File: src/rtl/multi_type_elementwise_adder_macros.svh
// Assertion helpers for the RTL
`ifndef MULTI_TYPE_ELEMENTWISE_ADDER_MACROS_SVH
`define MULTI_TYPE_ELEMENTWISE_ADDER_MACROS_SVH

// Same-cycle implication, disabled while reset is asserted
`define MTEA_ASSERT_SAME(label, clk, rstn, ante, cons) \
    label: assert property (@(posedge clk) disable iff (!(rstn)) (ante) |-> (cons)) \
        else $error("assertion failed");

// Next-cycle implication, disabled while reset is asserted
`define MTEA_ASSERT_NEXT(label, clk, rstn, ante, cons) \
    label: assert property (@(posedge clk) disable iff (!(rstn)) (ante) |=> (cons)) \
        else $error("assertion failed");

`endif

File: src/rtl/mtea_pkg.sv
package mtea_pkg;

    localparam int unsigned DATA_W  = 64;
    localparam int unsigned TYPE_W  = 3;

    // Float format geometry
    localparam int unsigned F32_EBITS = 8;
    localparam int unsigned F32_MBITS = 23;
    localparam int unsigned F64_EBITS = 11;
    localparam int unsigned F64_MBITS = 52;
    localparam int unsigned F16_EBITS = 5;
    localparam int unsigned F16_MBITS = 10;

    // Element type codes
    localparam logic [TYPE_W-1:0] TYPE_F32   = 3'd0;
    localparam logic [TYPE_W-1:0] TYPE_F64   = 3'd1;
    localparam logic [TYPE_W-1:0] TYPE_F16   = 3'd2;
    localparam logic [TYPE_W-1:0] TYPE_UINT8 = 3'd3;
    localparam logic [TYPE_W-1:0] TYPE_INT32 = 3'd4;
    localparam logic [TYPE_W-1:0] TYPE_INT8  = 3'd5;
    localparam logic [TYPE_W-1:0] TYPE_INT64 = 3'd6;

    typedef struct packed {
        logic [DATA_W-1:0] operand_a;
        logic [DATA_W-1:0] operand_b;
        logic              last_in;
    } in_item_t;

    typedef struct packed {
        logic [DATA_W-1:0] sum_bits;
        logic              last_out;
    } out_item_t;

endpackage

File: src/rtl/multi_type_elementwise_adder.sv
// Elementwise adder for gradient reduction. Each item carries two operands and
// yields their sum in the format set by element_type (binary32, binary64,
// binary16 with round to nearest even, or wrapping uint8, int8, int32, int64),
// with the last marker copied through. The block is a two-register pipeline:
// an item is accepted every cycle while s_ready is high and is captured in the
// input register; the whole add sits between the input and result registers,
// and m_valid is driven from the result register. A stalled result backs up
// through both registers before s_ready drops. Write element_type only while no
// item is in flight.
`include "multi_type_elementwise_adder_macros.svh"

module multi_type_elementwise_adder (
    input  logic                                aclk,
    input  logic                                aresetn,
    input  logic                                cfg_wr_en,
    input  logic [mtea_pkg::TYPE_W-1:0]         cfg_wr_data,
    input  logic                                s_valid,
    output logic                                s_ready,
    input  mtea_pkg::in_item_t                  s_item,
    output logic                                m_valid,
    input  logic                                m_ready,
    output mtea_pkg::out_item_t                 m_item
);

    localparam int unsigned W32 = mtea_pkg::F32_EBITS + mtea_pkg::F32_MBITS + 1;
    localparam int unsigned W64 = mtea_pkg::F64_EBITS + mtea_pkg::F64_MBITS + 1;
    localparam int unsigned W16 = mtea_pkg::F16_EBITS + mtea_pkg::F16_MBITS + 1;

    logic [mtea_pkg::TYPE_W-1:0] element_type_reg;
    mtea_pkg::in_item_t          in_reg;
    logic                        in_valid_reg;
    mtea_pkg::out_item_t         out_reg, out_next;
    logic                        out_valid_reg;
    logic                        adv_out;
    logic [W32-1:0]              sum32;
    logic [W64-1:0]              sum64;
    logic [W16-1:0]              sum16;
    logic [mtea_pkg::DATA_W-1:0] int_sum;

    // Advance the result stage when it is empty or being drained
    assign adv_out = !out_valid_reg || m_ready;
    assign s_ready = !in_valid_reg || adv_out;
    assign m_valid = out_valid_reg;
    assign m_item  = out_reg;

    // Hold the element type register
    always_ff @(posedge aclk) begin
        if (!aresetn) begin
            element_type_reg <= mtea_pkg::TYPE_F32;
        end else if (cfg_wr_en) begin
            element_type_reg <= cfg_wr_data;
        end
    end

    mtea_fp_add #(.EBITS(mtea_pkg::F32_EBITS), .MBITS(mtea_pkg::F32_MBITS)) u_add32 (
        .a   (in_reg.operand_a[W32-1:0]),
        .b   (in_reg.operand_b[W32-1:0]),
        .sum (sum32)
    );

    mtea_fp_add #(.EBITS(mtea_pkg::F64_EBITS), .MBITS(mtea_pkg::F64_MBITS)) u_add64 (
        .a   (in_reg.operand_a[W64-1:0]),
        .b   (in_reg.operand_b[W64-1:0]),
        .sum (sum64)
    );

    mtea_fp_add #(.EBITS(mtea_pkg::F16_EBITS), .MBITS(mtea_pkg::F16_MBITS)) u_add16 (
        .a   (in_reg.operand_a[W16-1:0]),
        .b   (in_reg.operand_b[W16-1:0]),
        .sum (sum16)
    );

    // Select the sum for the configured element type
    always_comb begin
        int_sum = in_reg.operand_a + in_reg.operand_b;
        out_next.last_out = in_reg.last_in;
        case (element_type_reg)
            mtea_pkg::TYPE_F32:   out_next.sum_bits = mtea_pkg::DATA_W'(sum32);
            mtea_pkg::TYPE_F64:   out_next.sum_bits = mtea_pkg::DATA_W'(sum64);
            mtea_pkg::TYPE_F16:   out_next.sum_bits = mtea_pkg::DATA_W'(sum16);
            mtea_pkg::TYPE_UINT8,
            mtea_pkg::TYPE_INT8:  out_next.sum_bits = mtea_pkg::DATA_W'(int_sum[7:0]);
            mtea_pkg::TYPE_INT32: out_next.sum_bits = mtea_pkg::DATA_W'(int_sum[31:0]);
            mtea_pkg::TYPE_INT64: out_next.sum_bits = int_sum;
            default:              out_next.sum_bits = '0;
        endcase
    end

    // Advance the input and result stages
    always_ff @(posedge aclk) begin
        if (!aresetn) begin
            in_valid_reg  <= 1'b0;
            out_valid_reg <= 1'b0;
        end else begin
            if (s_ready) begin
                in_valid_reg <= s_valid;
            end
            if (adv_out) begin
                out_valid_reg <= in_valid_reg;
            end
        end
    end

    always_ff @(posedge aclk) begin
        if (s_ready && s_valid) begin
            in_reg <= s_item;
        end
        if (adv_out && in_valid_reg) begin
            out_reg <= out_next;
        end
    end

    `MTEA_ASSERT_NEXT(a_item_moves_on, aclk, aresetn, in_valid_reg && adv_out, out_valid_reg)
    `MTEA_ASSERT_SAME(a_ready_low_full, aclk, aresetn, !s_ready, in_valid_reg && out_valid_reg)
    `MTEA_ASSERT_NEXT(a_stall_holds, aclk, aresetn, out_valid_reg && !m_ready, out_valid_reg && $stable(out_reg))

endmodule

File: src/rtl/mtea_fp_add.sv
module mtea_fp_add #(
    parameter int unsigned EBITS = mtea_pkg::F32_EBITS,
    parameter int unsigned MBITS = mtea_pkg::F32_MBITS
) (
    input  logic [EBITS+MBITS:0] a,
    input  logic [EBITS+MBITS:0] b,
    output logic [EBITS+MBITS:0] sum
);

    localparam int unsigned W  = EBITS + MBITS + 1;
    localparam int unsigned SW = MBITS + 4;
    localparam int unsigned RW = MBITS + 5;
    localparam int unsigned QW = MBITS + 2;
    localparam int unsigned EW = EBITS + 1;

    localparam logic [EBITS-1:0] EMAX = {EBITS{1'b1}};
    localparam logic [W-1:0] QNAN = {1'b0, EMAX, 1'b1, {(MBITS-1){1'b0}}};

    logic             sa, sb, s_l, s_s;
    logic [EBITS-1:0] ea, eb, xa, xb, x_l, x_s, d, ef;
    logic [MBITS-1:0] fa, fb;
    logic [SW-1:0]    siga, sigb, sig_l, sig_s, sig_al, lost_mask;
    logic             swap;
    logic [RW-1:0]    r, r_n;
    logic [EW-1:0]    e, e_n, e_f, lz, msb, sh, e_m1;
    logic [QW-1:0]    q, q_r, q_f;
    logic [2:0]       rem;
    logic             inc;

    always_comb begin
        sa = a[W-1];
        sb = b[W-1];
        ea = a[W-2:MBITS];
        eb = b[W-2:MBITS];
        fa = a[MBITS-1:0];
        fb = b[MBITS-1:0];
        siga = {(ea != '0), fa, 3'b000};
        sigb = {(eb != '0), fb, 3'b000};
        xa = (ea != '0) ? ea : EBITS'(1);
        xb = (eb != '0) ? eb : EBITS'(1);

        // Order operands so the larger magnitude comes first
        swap  = (xb > xa) || ((xb == xa) && (sigb > siga));
        s_l   = swap ? sb : sa;
        s_s   = swap ? sa : sb;
        x_l   = swap ? xb : xa;
        x_s   = swap ? xa : xb;
        sig_l = swap ? sigb : siga;
        sig_s = swap ? siga : sigb;

        // Align the smaller operand, folding lost bits into a sticky bit
        d = x_l - x_s;
        lost_mask = ~({SW{1'b1}} << d);
        if ({1'b0, d} >= EW'(MBITS + 5)) begin
            sig_al = SW'(sig_s != '0);
        end else begin
            sig_al = (sig_s >> d) | SW'((sig_s & lost_mask) != '0);
        end

        r = (s_l == s_s) ? ({1'b0, sig_l} + {1'b0, sig_al})
                         : ({1'b0, sig_l} - {1'b0, sig_al});
        e = {1'b0, x_l};

        // Find the leading one below the carry bit
        msb = '0;
        for (int i = 0; i < RW - 1; i++) begin
            if (r[i]) begin
                msb = EW'(i);
            end
        end
        lz   = EW'(RW - 2) - msb;
        e_m1 = e - EW'(1);
        sh   = (lz < e_m1) ? lz : e_m1;

        // Normalise: right by one on carry, else left within exponent range
        if (r[RW-1]) begin
            r_n = (r >> 1) | RW'(r[0]);
            e_n = e + EW'(1);
        end else begin
            r_n = r << sh;
            e_n = e - sh;
        end

        // Round to nearest, ties to even
        q   = r_n[RW-1:3];
        rem = r_n[2:0];
        inc = (rem > 3'd4) || ((rem == 3'd4) && q[0]);
        q_r = q + QW'(inc);
        if (q_r[QW-1]) begin
            q_f = q_r >> 1;
            e_f = e_n + EW'(1);
        end else begin
            q_f = q_r;
            e_f = e_n;
        end
        ef = q_f[MBITS] ? e_f[EBITS-1:0] : '0;

        // Resolve special operands and results
        if (((ea == EMAX) && (fa != '0)) || ((eb == EMAX) && (fb != '0))) begin
            sum = QNAN;
        end else if (ea == EMAX) begin
            sum = ((eb == EMAX) && (sa != sb)) ? QNAN : a;
        end else if (eb == EMAX) begin
            sum = b;
        end else if (r == '0) begin
            sum = {(s_l & s_s), {(W-1){1'b0}}};
        end else if (e_f >= {1'b0, EMAX}) begin
            sum = {s_l, EMAX, {MBITS{1'b0}}};
        end else begin
            sum = {s_l, ef, q_f[MBITS-1:0]};
        end
    end

endmodule
File: config.mk
export PLATFORM = sky130hd
export DESIGN_NAME = multi_type_elementwise_adder
export DESIGN_NICKNAME = d
export VERILOG_FILES = /design/src/rtl/mtea_pkg.sv /design/src/rtl/multi_type_elementwise_adder.sv /design/src/rtl/mtea_fp_add.sv
export VERILOG_INCLUDE_DIRS = /design/src /design/src/rtl
export SDC_FILE = /design/constraint.sdc
export NUM_CORES = 2
export LEC_CHECK = 0
export ABC_CLOCK_PERIOD_IN_PS = 51700
export BUFFER_PORTS_ARGS = -buffer_cell sky130_fd_sc_hd__buf_4
export CORE_MARGIN = 3
export CORE_UTILIZATION = 30
export DETAILED_ROUTE_END_ITERATION = 8
export PLACE_DENSITY_LB_ADDON = 0.1
export SETUP_SLACK_MARGIN = 0.05
export SLEW_MARGIN = 15
export SYNTH_ARGS = -nofsm -noshare
export SYNTH_HDL_FRONTEND = slang
export SYNTH_SLANG_ARGS = --single-unit
File: constraint.sdc
create_clock -name aclk -period 51.7 [get_ports aclk]
set_clock_uncertainty 0.1 [all_clocks]
set_input_delay 10.34 -clock aclk [delete_from_list [all_inputs] [get_ports aclk]]
set_output_delay 10.34 -clock aclk [all_outputs]
set_load 0.01 [all_outputs]
# Yosys cells after proc, flatten, opt, wreduce, memory -nomap -nowiden
# Index checks and enable logic that the tools add are counted.
[totals]
reg_bits = 199
latch_bits = 0
mem_bits_rw = 0
romBits = 0
in_bits = 137
output_inout_bits = 67
mem_count = 0
[classes]
addsub = 28
n_mul = 0
n_div = 0
magnitude_cmp = 18
eq_ne = 24
n_shift = 9
muxes = 161
bitwise_logic = 15
n_reduce_logical = 53
[ops]
columns = ["op", "n"]
rows = [
  ["12-bit 2-to-1 mux", 57],
  ["64-bit one-hot mux with 6 select lines", 1],
  ["64-bit 2-to-1 mux", 5],
  ["9-bit 2-to-1 mux", 28],
  ["56-bit 2-to-1 mux", 3],
  ["32-bit 2-to-1 mux", 5],
  ["57-bit 2-to-1 mux", 2],
  ["56-bit by 1-bit OR with 56-bit output", 2],
  ["56-bit nonzero test", 2],
  ["52-bit nonzero test", 2],
  ["6-bit 2-to-1 mux", 15],
  ["27-bit 2-to-1 mux", 3],
  ["16-bit 2-to-1 mux", 5],
  ["11-bit 2-to-1 mux", 6],
  ["64-bit adder", 1],
  ["63-bit 2-to-1 mux", 1],
  ["56-bit by 56-bit adder with 57-bit output", 1],
  ["57-bit zero test", 1],
  ["57-bit by 12-bit << shifter with 57-bit output", 1],
  ["56-bit by 56-bit subtractor with 57-bit output", 1],
  ["56-bit AND", 1],
  ["56-bit > comparator", 1],
  ["28-bit 2-to-1 mux", 2],
  ["56-bit NOT", 1],
  ["88 further kinds", 161],
]

# Depth between registers and ports, before layout
[logic_depth]
ltp_word = 87
ltp_mapped = 93
ltp_nobuf = 81

# Modules after synthesis
# A second synthesis with hierarchy kept.
[unflattened]
cells_unflattened = 7650
hier_area_um2 = 55177.9
[modules_own_cells]
columns = ["module", "instances", "cells_each", "area_each_um2"]
rows = [
  ["mtea_fp_add (u_add64)", 1, 4046, 26609.3],
  ["mtea_fp_add (u_add32)", 1, 1775, 11671.2],
  ["multi_type_elementwise_adder", 1, 985, 11069.4],
  ["mtea_fp_add (u_add16)", 1, 844, 5828.1],
]

# Worst setup path before layout
# OpenSTA, ideal clock, no wires.
[synth_timing]
kind = "input port to output port"
start = "input port m_ready"
end = "output port s_ready"
arrival_ns = 10.656
required_time_ns = 41.260
path_slack_ns = 30.604
path_stages = 2
path_buffers = 0
cell_sequence = "nor2b_1 -> nand2_1"
[synth_between]
elab_chain_len = 2
[synth_lines]
columns = ["element", "line_no", "source"]
rows = [
  ["start: declaration", "multi_type_elementwise_adder.sv:21", "input logic m_ready,"],
  ["1-bit logical OR", "multi_type_elementwise_adder.sv:41", "assign adv_out = !out_valid_reg || m_ready;"],
  ["1-bit logical OR", "multi_type_elementwise_adder.sv:42", "assign s_ready = !in_valid_reg || adv_out;"],
  ["end: declaration", "multi_type_elementwise_adder.sv:18", "output logic s_ready,"],
]
# Every way passes these cells.

==> out/qor.csv <==
metric,value,unit
largest family of logic cells by synthesized area,compound AO/OA/AOI/OAI gates,
height of the die,408.8,um
max-cap violations,0,
first-pass GRT wire length,427.3,mm
core area,0.1609,mm^2
GRT Util Overall,35.15,%
"most common cell after layout, fill and taps aside",nand2_1,
Hold Fails Final Rpt,0,
RSZ-0062 raised after global routing,false,
CP Capture Type,flop,
DR iter-0 viols,8789,
routed wire length,308.3,mm
Area growth syn-to-layout,10.71,%
GR Util met1,49.89,%
met3 Usage GRT,8.124,%
Hold Path Class,reg -> reg,
Fin Setup TNS,0,ns
setup slack after layout,26.41,ns
worst-path maximum fanout,88,
Clock Root Buffer,clkbuf_16,
max-slew violations,0,
Synth Instances,6797,
insertion delay of the later-clocked pin in the worst-skew pair,0.60,ns
multiplexer share of the synthesized area,10.22,%
Hold WS,0.3344,ns
layout cell share with drive strength beyond 1,11.64,%
run status,"complete, no violations",
cts hold-fix bufs,0,
Post-synth EDFFs,194,
Post-Synthesis Cell Area,0.04867,mm^2
most frequent cells in the layout,"nand2_1, nor2_1, a21oi_1, o21ai_0, buf_4",
met2 usage,49.74,%
clk slew on worst S/H paths,0.12,ns
relative slew slack,3.350,%
FF-to-FF path depth,66,
fin nets,7296,
Detail Route Antenna Nets,0,
post-synthesis compound-gate area fraction,31.45,%
register area share after synthesis,12.17,%
final worst path period need,25.29,ns
pre-CTS setup slack,27.19,ns
max reg flops,129,
"share of synthesized cell area in and, or, nand and nor gates",25.20,%
initial antenna violation count,19,
hpwl dp,245.5,mm
Resized Gates After CTS,0,
Final period util,48.92,%
Final Wtd Congestion,1.070,
Synth Area in Adders,8.025,%
clock tree from TritonCTS,done,
slowest stage cell on the critical path,a211oi_1,
largest net degree at the start of global routing,89,
Synth cell types,134,
DR pass1 iterations,6,
DR DRC count,0,
buffer levels on the longest clock path,2,
via count,59363,
#FFs+latches synth,199,
total clock sinks,199,
fmax,0.03954,GHz
Critical Path AT,25.51,ns
vias in the first global route,53672,
WP data required,51.92,ns
Worst-Margin Slew,1.437,ns
grt total ovfl,0,
Synth Area in XOR/XNOR,7.159,%
Post-CTS Setup Repair Bufs,0,
PortBufs,203,
Mean Syn Cell Area,7.161,um^2
DR vias/cell,6.565,
# setup viols final,0,
CTS Buf Count,17,
hold depth,0,
CP Class,reg -> reg,
GRT Max-Usage Layer,met1,
die area,0.1671,mm^2
Die Width,408.8,um
max incr delay on CP,0.88,ns
row cnt,147,
Power Dens Cells,71.04,mW/mm^2
Initial Utilization,30.24,%
# IOs,204,
top_reg_cell synth,edfxtp_1,
Synthesis Warnings,0,
Routed WL per cell,34.09,um
H-tree levels,4,
maximum VDD drop,0.00004023,V
"Top cell by count, worst path",a21oi_1,
Lkg Pwr,20.66,nW
asr flop ratio synth,0,%
CP startpoint kind,flop,
per-layer routing:
metal / up-vias / wire, um
met5: - / 39
met4: 6 / 16890
met3: 666 / 32050
met2: 3880 / 123900
met1: 28916 / 135300
li1: 25895 / -
report_power, final:
group	switching, mW	internal [mW]	leakage [nW]
clock network	0.0857	0.0686	0.282
registers	0.0301	0.209	1.93
logic	2.37	1.07	18.4
metrics by stage:
step / instance area [um^2] / utilization (%) / total power, mW / instances
2_1_floorplan: 48690 / - / 2.300 / 6802
3_3_place_gp: 53240 / 33.08 / 3.553 / 8991
3_5_place_dp: 53250 / 33.09 / 3.509 / 8992
4_1_cts: 53840 / 33.45 / 3.682 / 9024
5_1_grt: 53850 / 33.46 / 3.981 / 9025
6_report: 53890 / 33.48 / 3.828 / 9042
Yosys cell counts, drive strengths merged, types with 82 or more instances:
| cell type | number | area, um^2 |
|---|---|---|
| o211ai | 92 | 723.2 |
| nor4 | 86 | 559.3 |
| xnor2 | 270 | 2399 |
| nand2 | 721 | 2726 |
| nand4 | 98 | 619.3 |
| nor3 | 268 | 1371 |
| xor2 | 124 | 1086 |
| mux2i | 223 | 2236 |
| clkbuf | 279 | 1050 |
| edfxtp | 194 | 5826 |
| buf | 144 | 763.2 |
| nor2 | 625 | 2356 |
| inv | 257 | 967.2 |
| ha | 301 | 3766 |
| a211oi | 120 | 923.4 |
| a21oi | 576 | 2887 |
| o21ai | 502 | 2516 |
| and2 | 83 | 519.3 |
| a21o | 99 | 743.2 |
| nand3 | 257 | 1291 |
| o22ai | 82 | 513.0 |
| mux4 | 98 | 2215 |
| a31oi | 88 | 565.5 |
worst paths after layout:
kind,from,endpoint,slack [ns]
setup / recovery,in_reg[57]$_DFFE_PP_,m_item[15]$_DFFE_PP_,26.41
hold / removal,in_reg[0]$_DFFE_PP_,m_item[0]$_DFFE_PP_,0.33
hold reg to reg,in_reg[0]$_DFFE_PP_,m_item[0]$_DFFE_PP_,0.33
setup reg to reg,in_reg[57]$_DFFE_PP_,m_item[15]$_DFFE_PP_,26.41
critical path, delay by kind of cell (launching register included):
kind	cells	cell delay [ns]
AO/OA/AOI/OAI	29	10.89
XOR/XNOR	2	0.39
adder cells (fa/ha/maj)	5	1.53
buffers and inverters	8	3.28
flip-flops	1	0.58
multiplexers	2	1.01
AND/OR/NAND/NOR	20	7.00
layout make-up:
class	instances	area, um^2
multi-input cells	5917	40230
diodes	18	45.04
repair buffers	453	3401
fillers	17435	107000
flip-flops and latches	199	5926
inverters	263	989.7
clock inverters	14	160.2
clock buffers	18	429.2
well taps	2160	2703
cell families (layout without fill, tap and decap cells):
logic type | Yosys count | count (layout)
adders and majority gates | 308 | 308
AOI/OAI and AO/OA | 2293 | 2293
DFF | 199 | 199
and+or+nand+nor | 2548 | 2548
muxes | 367 | 367
xor gates and xnor gates | 394 | 394
other | 2 | 25
buffers and inverters | 686 | 748
(Power assumes the default switching activity.)
